===== src/hw/rtl/bm33_pkg.sv =====
// Shared types, constants and helper functions for the 3x3 binary morphology stream.
// Used by bm33_ram, bm33_pass and binary_morphology_3x3_stream; depends on nothing else.
`default_nettype none
package bm33_pkg;

   // Defaults for the top-level parameters.
   localparam int MAX_WIDTH_DEFAULT   = 1024;
   localparam int MAX_HEIGHT_DEFAULT  = 1024;
   localparam int PASS_STAGES_DEFAULT = 4;

   // Frame size after reset and the smallest frame size accepted.
   localparam int DEFAULT_WIDTH  = 640;
   localparam int DEFAULT_HEIGHT = 480;
   localparam int MIN_DIM        = 3;

   // Each pass keeps two buffered rows per column.
   localparam int LINE_ROWS = 2;

   localparam int CSR_INDEX_WIDTH = 4;
   localparam int CSR_DATA_WIDTH  = 11;

   // Window bit groups: bits [2:0] are the left column, [8:6] the right column,
   // and within each column bit 0 is the top row and bit 2 the bottom row.
   localparam logic [8:0] WINDOW_FULL     = 9'h1FF;
   localparam logic [8:0] MASK_LEFT_COL   = 9'h007;
   localparam logic [8:0] MASK_RIGHT_COL  = 9'h1C0;
   localparam logic [8:0] MASK_TOP_ROW    = 9'h049;
   localparam logic [8:0] MASK_BOTTOM_ROW = 9'h124;

   typedef enum logic [CSR_INDEX_WIDTH-1:0] {
      CSR_OPERATION_MODE = CSR_INDEX_WIDTH'(0),
      CSR_ELEMENT_SIZE   = CSR_INDEX_WIDTH'(1),
      CSR_IMAGE_WIDTH    = CSR_INDEX_WIDTH'(2),
      CSR_IMAGE_HEIGHT   = CSR_INDEX_WIDTH'(3)
   } csr_index_type;

   typedef enum logic [1:0] {
      MODE_ERODE  = 2'd0,
      MODE_DILATE = 2'd1,
      MODE_OPEN   = 2'd2,
      MODE_CLOSE  = 2'd3
   } mode_type;

   typedef enum logic {
      ACTION_PUSH  = 1'b0,
      ACTION_DRAIN = 1'b1
   } action_type;

   typedef struct packed {
      logic action;
      logic pixel_in;
   } req_type;

   typedef struct packed {
      logic pixel_out;
      logic frame_last;
   } rsp_type;

   // What travels between passes: a pixel with its value, or a drain step.
   typedef struct packed {
      logic is_pixel;
      logic value;
   } token_type;

   typedef struct packed {
      logic active;
      logic dilate;
   } pass_mode_type;

   typedef struct packed {
      pass_mode_type mode;
      logic          process;
      logic          restart;
      logic          clear;
   } pass_ctrl_type;

   // Role of one pass in the cascade for the current mode and element size.
   function automatic pass_mode_type pass_mode(mode_type mode, logic size, int stage,
                                               int stages);
      logic [2:0]    full;
      logic [2:0]    half;
      logic [2:0]    used;
      pass_mode_type pm;
      full = size ? 3'd2 : 3'd1;
      if (mode == MODE_OPEN || mode == MODE_CLOSE) begin
         full = full << 1;
      end
      half = full >> 1;
      used = (int'(full) > stages) ? 3'(stages) : full;
      pm.active = stage < int'(used);
      case (mode)
         MODE_ERODE:  pm.dilate = 1'b0;
         MODE_DILATE: pm.dilate = 1'b1;
         MODE_OPEN:   pm.dilate = stage >= int'(half);
         MODE_CLOSE:  pm.dilate = stage < int'(half);
         default:     pm.dilate = 1'b0;
      endcase
      return pm;
   endfunction

endpackage
`default_nettype wire


===== src/hw/rtl/bm33_ram.sv =====
// Generic single-clock RAM with one write port and one registered read port.
// Depends on bm33_pkg for its default sizes only.
`default_nettype none
module bm33_ram #(
   parameter int WIDTH = bm33_pkg::LINE_ROWS,
   parameter int DEPTH = bm33_pkg::MAX_WIDTH_DEFAULT
) (
   input  wire logic                     clock,
   input  wire logic                     wr_en,
   input  wire logic [$clog2(DEPTH)-1:0] wr_addr,
   input  wire logic [WIDTH-1:0]         wr_data,
   input  wire logic [$clog2(DEPTH)-1:0] rd_addr,
   output logic      [WIDTH-1:0]         rd_data
);

   logic [WIDTH-1:0] mem_ff [DEPTH];
   logic [WIDTH-1:0] rd_data_ff;

   always_ff @(posedge clock) begin
      if (wr_en) begin
         mem_ff[wr_addr] <= wr_data;
      end
      rd_data_ff <= mem_ff[rd_addr];
   end

   assign rd_data = rd_data_ff;

endmodule
`default_nettype wire


===== src/hw/rtl/bm33_pass.sv =====
// One streaming 3x3 erosion or dilation pass: raster position, fill count, window,
// and a two-row line store in bm33_ram. Depends on bm33_pkg and bm33_ram.
`default_nettype none
module bm33_pass #(
   parameter int MAX_WIDTH  = bm33_pkg::MAX_WIDTH_DEFAULT,
   parameter int MAX_HEIGHT = bm33_pkg::MAX_HEIGHT_DEFAULT
) (
   input  wire logic                              clock,
   input  wire logic                              reset,
   input  wire bm33_pkg::pass_ctrl_type           ctrl,
   input  wire logic [$clog2(MAX_WIDTH+1)-1:0]    width,
   input  wire logic [$clog2(MAX_HEIGHT+1)-1:0]   height,
   input  wire logic [$clog2(MAX_WIDTH)-1:0]      clear_addr,
   input  wire bm33_pkg::token_type               tok_in,
   output bm33_pkg::token_type                    tok_out,
   output logic                                   keep
);

   localparam int CW = $clog2(MAX_WIDTH);
   localparam int RW = $clog2(MAX_HEIGHT);
   localparam int WW = $clog2(MAX_WIDTH + 1);
   localparam int HW = $clog2(MAX_HEIGHT + 1);
   localparam int FW = $clog2(MAX_WIDTH + 2);
   localparam int LR = bm33_pkg::LINE_ROWS;

   logic [CW-1:0] col_ff, col_in;
   logic [RW-1:0] row_ff, row_in;
   logic [FW-1:0] fill_ff, fill_in;
   logic [8:0]    win_ff, win_in;
   logic          fwd_hit_ff, fwd_hit_in;
   logic [LR-1:0] fwd_data_ff;

   logic          ram_we;
   logic [CW-1:0] ram_waddr;
   logic [LR-1:0] ram_wdata;
   logic [LR-1:0] ram_rdata;
   logic [LR-1:0] line;

   logic          pad;
   logic          advance;
   logic          borrow;
   logic          fill_short;
   logic [CW-1:0] w_last;
   logic [RW-1:0] h_last;
   logic [CW-1:0] qc;
   logic [HW:0]   row_ext;
   logic [HW:0]   row_sub;
   logic [HW:0]   qr_wide;
   logic [RW-1:0] qr;
   logic          q_last;
   logic [8:0]    win_new;
   logic [8:0]    mask;
   logic [8:0]    eff;
   logic          result;
   logic [CW-1:0] col_next;
   logic [RW-1:0] row_next;

   bm33_ram #(
      .WIDTH (LR),
      .DEPTH (MAX_WIDTH)
   ) u_line_ram (
      .clock   (clock),
      .wr_en   (ram_we),
      .wr_addr (ram_waddr),
      .wr_data (ram_wdata),
      .rd_addr (col_in),
      .rd_data (ram_rdata)
   );

   // A write and a read of the same column in one cycle returns the written data next cycle.
   assign line = fwd_hit_ff ? fwd_data_ff : ram_rdata;

   assign pad        = tok_in.is_pixel ? tok_in.value : 1'b0;
   assign advance    = ctrl.mode.active && (tok_in.is_pixel || (fill_ff != '0));
   assign fill_short = fill_ff <= FW'(width);
   assign w_last     = CW'(width - WW'(1));
   assign h_last     = RW'(height - HW'(1));

   // The result position trails the input by one row and one pixel, wrapping into the
   // previous frame near the start.
   assign borrow  = col_ff == '0;
   assign qc      = borrow ? w_last : col_ff - CW'(1);
   assign row_ext = (HW+1)'(row_ff);
   assign row_sub = borrow ? (HW+1)'(2) : (HW+1)'(1);
   assign qr_wide = (row_ext >= row_sub) ? row_ext - row_sub
                                         : row_ext + (HW+1)'(height) - row_sub;
   assign qr      = RW'(qr_wide);
   assign q_last  = (qc == w_last) && (qr == h_last);

   assign win_new = {pad, line[0], line[1], win_ff[8:3]};

   always_comb begin
      mask = bm33_pkg::WINDOW_FULL;
      if (qc == '0) begin
         mask = mask & ~bm33_pkg::MASK_LEFT_COL;
      end
      if (qc == w_last) begin
         mask = mask & ~bm33_pkg::MASK_RIGHT_COL;
      end
      if (qr == '0) begin
         mask = mask & ~bm33_pkg::MASK_TOP_ROW;
      end
      if (qr == h_last) begin
         mask = mask & ~bm33_pkg::MASK_BOTTOM_ROW;
      end
   end

   assign eff    = win_new & mask;
   assign result = ctrl.mode.dilate ? (|eff) : (&eff);

   assign col_next = (col_ff == w_last) ? '0 : col_ff + CW'(1);
   assign row_next = (col_ff != w_last) ? row_ff :
                     (row_ff == h_last) ? '0 : row_ff + RW'(1);

   always_comb begin
      tok_out = tok_in;
      keep    = 1'b1;
      if (advance) begin
         tok_out.is_pixel = 1'b1;
         tok_out.value    = result;
      end
      // The first row and a pixel of each frame only prime the window.
      if (ctrl.mode.active && tok_in.is_pixel && fill_short) begin
         keep = 1'b0;
      end
   end

   always_comb begin
      col_in  = col_ff;
      row_in  = row_ff;
      fill_in = fill_ff;
      win_in  = win_ff;
      if (ctrl.restart) begin
         col_in  = '0;
         row_in  = '0;
         fill_in = '0;
         win_in  = '0;
      end else if (ctrl.process && advance) begin
         col_in = col_next;
         row_in = row_next;
         win_in = win_new;
         if (tok_in.is_pixel) begin
            if (fill_short) begin
               fill_in = fill_ff + FW'(1);
            end
         end else if (q_last) begin
            col_in  = '0;
            row_in  = '0;
            fill_in = '0;
         end else begin
            fill_in = fill_ff - FW'(1);
         end
      end
   end

   always_comb begin
      ram_we    = ctrl.clear || (ctrl.process && advance);
      ram_waddr = ctrl.clear ? clear_addr : col_ff;
      ram_wdata = ctrl.clear ? '0 : {line[0], pad};
   end

   assign fwd_hit_in = ram_we && (ram_waddr == col_in);

   always_ff @(posedge clock) begin
      if (reset) begin
         col_ff     <= '0;
         row_ff     <= '0;
         fill_ff    <= '0;
         win_ff     <= '0;
         fwd_hit_ff <= 1'b0;
      end else begin
         col_ff     <= col_in;
         row_ff     <= row_in;
         fill_ff    <= fill_in;
         win_ff     <= win_in;
         fwd_hit_ff <= fwd_hit_in;
      end
      fwd_data_ff <= ram_wdata;
   end

endmodule
`default_nettype wire


===== config.mk =====
export PLATFORM = sky130hd
export DESIGN_NAME = bm33_pass
export DESIGN_NICKNAME = d
export VERILOG_FILES = /design/src/hw/rtl/bm33_pkg.sv /design/src/hw/rtl/bm33_ram.sv /design/src/hw/rtl/bm33_pass.sv
export SDC_FILE = /design/constraint.sdc
export NUM_CORES = 2
export LEC_CHECK = 0
export BUFFER_PORTS_ARGS = -buffer_cell sky130_fd_sc_hd__buf_2
export CAP_MARGIN = 20
export CELL_PAD_IN_SITES_DETAIL_PLACEMENT = 1
export CELL_PAD_IN_SITES_GLOBAL_PLACEMENT = 1
export CORE_UTILIZATION = 49
export CTS_BUF_LIST = sky130_fd_sc_hd__clkbuf_8
export DETAILED_ROUTE_END_ITERATION = 16
export HOLD_SLACK_MARGIN = 0.05
export PLACE_DENSITY_LB_ADDON = 0.1
export SYNTH_ARGS = -nofsm -noshare
export SYNTH_HDL_FRONTEND = slang
export SYNTH_SLANG_ARGS = --single-unit

===== constraint.sdc =====
create_clock -name clock -period 33.6 [get_ports clock]
set_input_delay 6.72 -clock clock [delete_from_list [all_inputs] [get_ports clock]]
set_output_delay 6.72 -clock clock [all_outputs]
set_load 0.05 [all_outputs]

# Word-level counts from Yosys, hierarchy flattened
# Memory sizes are Yosys's and may differ from the RTL's. A register that Yosys moved wholly into a read port is not among the register bits.
# Index checks and enable logic that the tools add are counted.
totals:
  ff_bits: 43
  word_cells: 71
  input_bits: 41
  ramBits: 2048
  mem_count: 1
  out_inout_bits: 3
op_classes:
  n_mux: 28
  bitwise_logic: 1
  n_lt_le_gt_ge: 2
  n_addsub: 10
  eq_ne: 7
  n_reduce_logical: 16
memory_table:
  columns: ["name", "depth", "width", "rd", "rd_clocked_by_memory_dff", "wr", "line_no", "rtl"]
  rows:
  - ["u_line_ram.mem_ff", 1024, 2, 1, 1, 1, "bm33_ram.sv:16", "logic [WIDTH-1:0] mem_ff [DEPTH];"]
op_table:
  columns: ["operator", "count"]
  rows:
  - ["$mux 10", 12]
  - ["$eq 10x10->1", 5]
  - ["$mux 11", 3]
  - ["$logic_not 10->1", 3]
  - ["$sub 10x1->10 const B", 3]
  - ["$add 10x1->10 const B", 2]
  - ["$sub 10x2->10", 2]
  - ["$mux 9", 2]
  - ["$add 11x1->11 const B", 1]
  - ["$le 11x11->1", 1]
  - ["$reduce_bool 11->1", 1]
  - ["$sub 11x1->11 const B", 1]
  - ["$add 10x10->10", 1]
  - ["$ge 10x2->1", 1]
  - ["$ne 10x10->1", 1]
  - ["$and 9x9->9", 1]
  - ["$reduce_and 9->1", 1]
  - ["$reduce_or 9->1", 1]
  - ["$mux 2", 4]
  - ["$mux 7", 1]
  - ["$logic_and 1x1->1", 6]
  - ["$mux 1", 5]
  - ["$mux 3", 1]
  - ["$logic_or 1x1->1", 2]
  - ["other kinds (3)", 3]

# Depth between registers and ports, before layout
logic_depth:
  word_depth: 12
  ltp_mapped: 34
  mapped_depth_nobuf: 25

# By module
# A second synthesis with hierarchy kept.
hier_totals:
  cells_unflattened: 5581
  area_unflattened_um2: 89319.4
modules_own_cells:
  columns: ["module", "instances", "area_per_inst_um2", "seq_area_each_um2", "cells_per_inst"]
  rows:
  - ["bm33_ram", 1, 83757.8, 61539.0, 4793]
  - ["bm33_pass", 1, 5561.6, 800.8, 788]

# Least setup slack after synthesis
# OpenSTA, ideal clock, no wires.
synth_timing:
  path_type: "input to register"
  from: "in ctrl[0] (netlist name)"
  to: "mem u_line_ram.mem_ff[0][1] (netlist name) (data pin)"
  n_path_buf: 5
  t_required_ns: 28.645
  setup_ns: 4.955
  slack_ns: -2.725
  stages: 6
  t_arrival_ns: 31.370
  path_cell_list: "clkbuf_1 clkbuf_1 clkbuf_1 buf_1 clkbuf_1 nor2_1"
synth_between:
  elab_chain_len: 1
synth_rtl:
  columns: ["item", "line_no", "rtl"]
  rows:
  - ["from (decl)", "bm33_pass.sv:10", "input wire bm33_pkg::pass_ctrl_type ctrl,"]
  - ["$mux 2", "bm33_pass.sv:159", "ram_wdata = ctrl.clear ? '0 : {line[0], pad};"]
  - ["net ram_wdata[1]", "bm33_pass.sv:35", "logic [LR-1:0] ram_wdata;"]
  - ["to (decl)", "bm33_ram.sv:16", null]
# The timed path passes the listed nets, and every way through them passes these cells.

==> out/results.md <==
• **hold_sp** win_ff[6]
• **mean instance size in the synthesized netlist** 11.6 um^2
• **placed standard-cell area** 94500 um^2
• **main flop type after synthesis** edfxtp_1
• **core area** 186000 um^2
• **final wirelength** 333 mm
• **number of buffers on the longest clock path** 4
• **clock latency reported for the late side of the worst-skew pair** 1100 ps
• **post-synthesis mux area share** 2.29%
• **CTS Root Buffer Type** clkbuf_8
• **number of antenna violations at the first check in global routing** 17
• **global-route wire length before repair** 476 mm
• **First DRT Iteration DRCs** 8025
• **starting density of the core** 49.5%
• **filler instances** 19.2k
• **via count of the first global-routing pass** 68.7k
• **last weighted congestion value of the routability-driven placer** 0.852
• **area share of xor/xnor cells in the synthesized design** 0.686%
• **instance count along the most critical hold path** 2
• **CTS tree** yes
• **number of hold buffers added after cts** 0
• **Critical Path Source** height[1]
• **largest fanout on the critical path** 4
• **worst hold path class** reg2reg
• **minimum clock period after layout** 17640 ps
• **status** finished, final reports clean
• **relative slew slack** 15.8%
• **Routed wire per std cell** 31.3 um
• **final critical-path share of the clock period** 52.5%
• **Post-Route Skew** 66.9 ps
• **share of synthesized cell area in and, or, nand and nor gates** 17.2%
• **YS warnings** 0
• **total standard cell area after synthesis** 92100 um^2
• **worst r2r src** col_ff[0]
• **synthesized net count** 7987
• **fraction of registers with async set or reset after synthesis** 0%
• **Top Ports** 44
• **required time at the endpoint of the critical path** 26880 ps
• **post-CTS sizing** 0
• **Max VDD drop** 0.0409 mV
• **number of design rule violations left after detail routing** 0
• **Clock Sinks** 2090
• **main combinational cell family by area after synthesis** simple AND/OR/NAND/NOR gates
• **count of flip-flops with a built-in enable after synthesis** 2048
• **Adder-Cell Fraction of Synth Area** 0.554%
• **setup repair after global routing missed its margin** no
• **I/O Buffers** 42
• **number of instances in the synthesized netlist** 7907
• **HPWL reported at the end of detailed placement** 185 mm
• **total power** 5.25 mW
• **die area** 190000 um^2
• **total of endpoints with negative setup slack in the final report** 0
• **FMAX** 56.7 MHz
• **CTS Buf Count** 367
• **unique cell type count in the Yosys netlist** 93
• **number of detailed-routing iterations run before antenna repair** 6
• **grt total ovfl** 0
• **start-to-end type of the worst setup path** in2out
• **share of synthesized area occupied by flip-flops and latches** 67.7%
• **H-tree depth** 5
• **width of the die** 436 um
• **arrival time of the worst setup path** 10920 ps
• **total via count in the routed design** 68.2k
• **power density normalized to cell area** 52.0 nW/um^2
• **post-synthesis sequential element count** 2090
• **Worst Reg2Reg Path Length in Cells** 32
• **overall die height** 436 um
• **Worst setup SP type** input pin
• **largest net degree at the start of global routing** 223
• **number of rows created at floorplan** 158
• **proportion of layout cells with a drive suffix above 1** 9.78%
• **fin. max-slew vios** 0
• **Avg Vias per Cell** 6.41
• **Post-Route Utilization** 54.3%
• **Reg clk slew, reported paths** 60 ps
• **net count of the finished layout** 7953
• **combined global-route utilization of all metal layers** 34.5%
• **number of hold violations in the final report** 0
• **area of all placed cells without fillers** 101000 um^2
• **number of routed nets with antenna violations** 0
• **buffers inserted by post-CTS timing repair** 0
• **share of the synthesized area in compound gates (AO/OA/AOI/OAI)** 7.99%
• **Static Leakage** 33.4 nW
• **transition time at the pin with the least slew margin** 1260 ps
• **sort of element at the end of the critical path** primary output
• **Area Overhead vs Synth** 9.71%
• **max capacitance violation total** 0
==> layout make-up <==
| type | instances | area [um^2] | area share (%) |
|---|---|---|---|
| sequential | 2090 | 62300 | 61.7 |
| multi-input combinational | 5091 | 26900 | 26.6 |
| clock buffer | 377 | 5190 | 5.13 |
| tap | 2480 | 3100 | 3.07 |
| timing repair buffer | 252 | 1990 | 1.97 |
| clock inverter | 262 | 1280 | 1.27 |
| inverter | 71 | 267 | 0.264 |
| antenna | 11 | 27.5 | 0.0272 |
==> where the power goes <==
part           total, mW  switching [mW]  internal, mW
sequential          2.86         0.00192          2.86
clock               2.15            1.06          1.10
combinational      0.235           0.177        0.0581
==> worst max-delay path: stages <==
cell       delay [ps]
buf_2             120
inv_1             100
fa_1              540
inv_1              70
fa_1              440
a21o_1            190
a221oi_1          460
xor2_1            280
or3b_1            170
o2111ai_1         100
or4_4             600
nor2_1            130
nand2_1           110
o21ai_0           110
nand2_1            60
o41ai_1           250
a21oi_1           110
a21o_1            170
buf_2             200
==> Yosys cell counts (36+ instances only) <==
| master | count | area share, % |
|---|---|---|
| edfxtp_1 | 2048 | 67 |
| nand2_1 | 1412 | 5.8 |
| nor2_1 | 1212 | 4.9 |
| nand3_1 | 563 | 3.1 |
| clkbuf_1 | 312 | 1.3 |
| a21oi_1 | 294 | 1.6 |
| buf_2 | 230 | 1.2 |
| mux2i_1 | 166 | 1.8 |
| nor3_1 | 155 | 0.84 |
| a31oi_1 | 142 | 0.96 |
| a211oi_1 | 105 | 0.86 |
| nor4_1 | 105 | 0.71 |
| o21ai_0 | 98 | 0.53 |
| a22oi_1 | 76 | 0.62 |
| and3_1 | 72 | 0.49 |
| inv_1 | 70 | 0.29 |
| a221oi_1 | 64 | 0.61 |
| buf_1 | 55 | 0.22 |
| o22ai_1 | 55 | 0.37 |
| xnor2_1 | 55 | 0.52 |
| buf_4 | 44 | 0.36 |
| dfxtp_1 | 42 | 0.91 |
| nand4_1 | 40 | 0.27 |
| a311oi_1 | 36 | 0.34 |
| ha_1 | 36 | 0.49 |
==> cells in the final DEF, fill, tap and decap left out, drive strengths merged, types with 77 or more instances in the layout <==
cell / Yosys / layout
edfxtp: 2048 / 2048
nand2: 1416 / 1416
nor2: 1215 / 1215
nand3: 567 / 567
clkbuf: 312 / 377
a21oi: 296 / 296
buf: 343 / 252
inv: 70 / 201
mux2i: 166 / 166
nor3: 156 / 156
a31oi: 142 / 142
clkinv: 1 / 122
nor4: 109 / 109
a211oi: 105 / 105
o21ai: 105 / 105
a22oi: 77 / 77
==> worst paths after layout <==
kind	endpoint	slack, ps
worst max-delay path	tok_out[0]	15960
worst min-delay path	win_ff[3]	470
worst max register to register	u_line_ram.rd_data[1]	20780
worst min register to register	win_ff[3]	470
==> through the flow <==
| step | TNS, ps | setup slack (ps) | cells | hold WS, ps |
|---|---|---|---|---|
| after floorplan | -5578310 | -2720 | 7907 | 437 |
| after global placement | 0 | 15870 | 9979 | 456 |
| after detailed placement | 0 | 15980 | 9984 | 463 |
| after CTS | 0 | 15950 | 10600 | 475 |
| after global routing | 0 | 15660 | 10600 | 503 |
| final | 0 | 15960 | 10600 | 468 |
==> registers in the layout, indices dropped and copies added (netlist names) <==
register / count
win_ff: 6
u_line_ram.rd_data: 2
row_ff: 10
col_ff: 10
fill_ff: 11
u_line_ram.mem_ff: 2048
fwd_data_ff: 2
fwd_hit_ff: 1
==> metal layers <==
metal / share of wire (%) / GRT usage, % / up-vias
li1: - / - / 28900
met1: 40 / 46.9 / 35100
met2: 46 / 53.1 / 3404
met3: 9.6 / 6.89 / 793
met4: 4.9 / 16.4 / 16
met5: 0.028 / 0 / -
==> cell families after synthesis <==
group / after synthesis
AOI/OAI and AO/OA: 1087
xor gates and xnor gates: 69
adders and majority gates: 39
buffers and inverters: 726
DFF: 2090
muxes: 189
and+or+nand+nor: 3707
(Power assumes the default switching activity.)
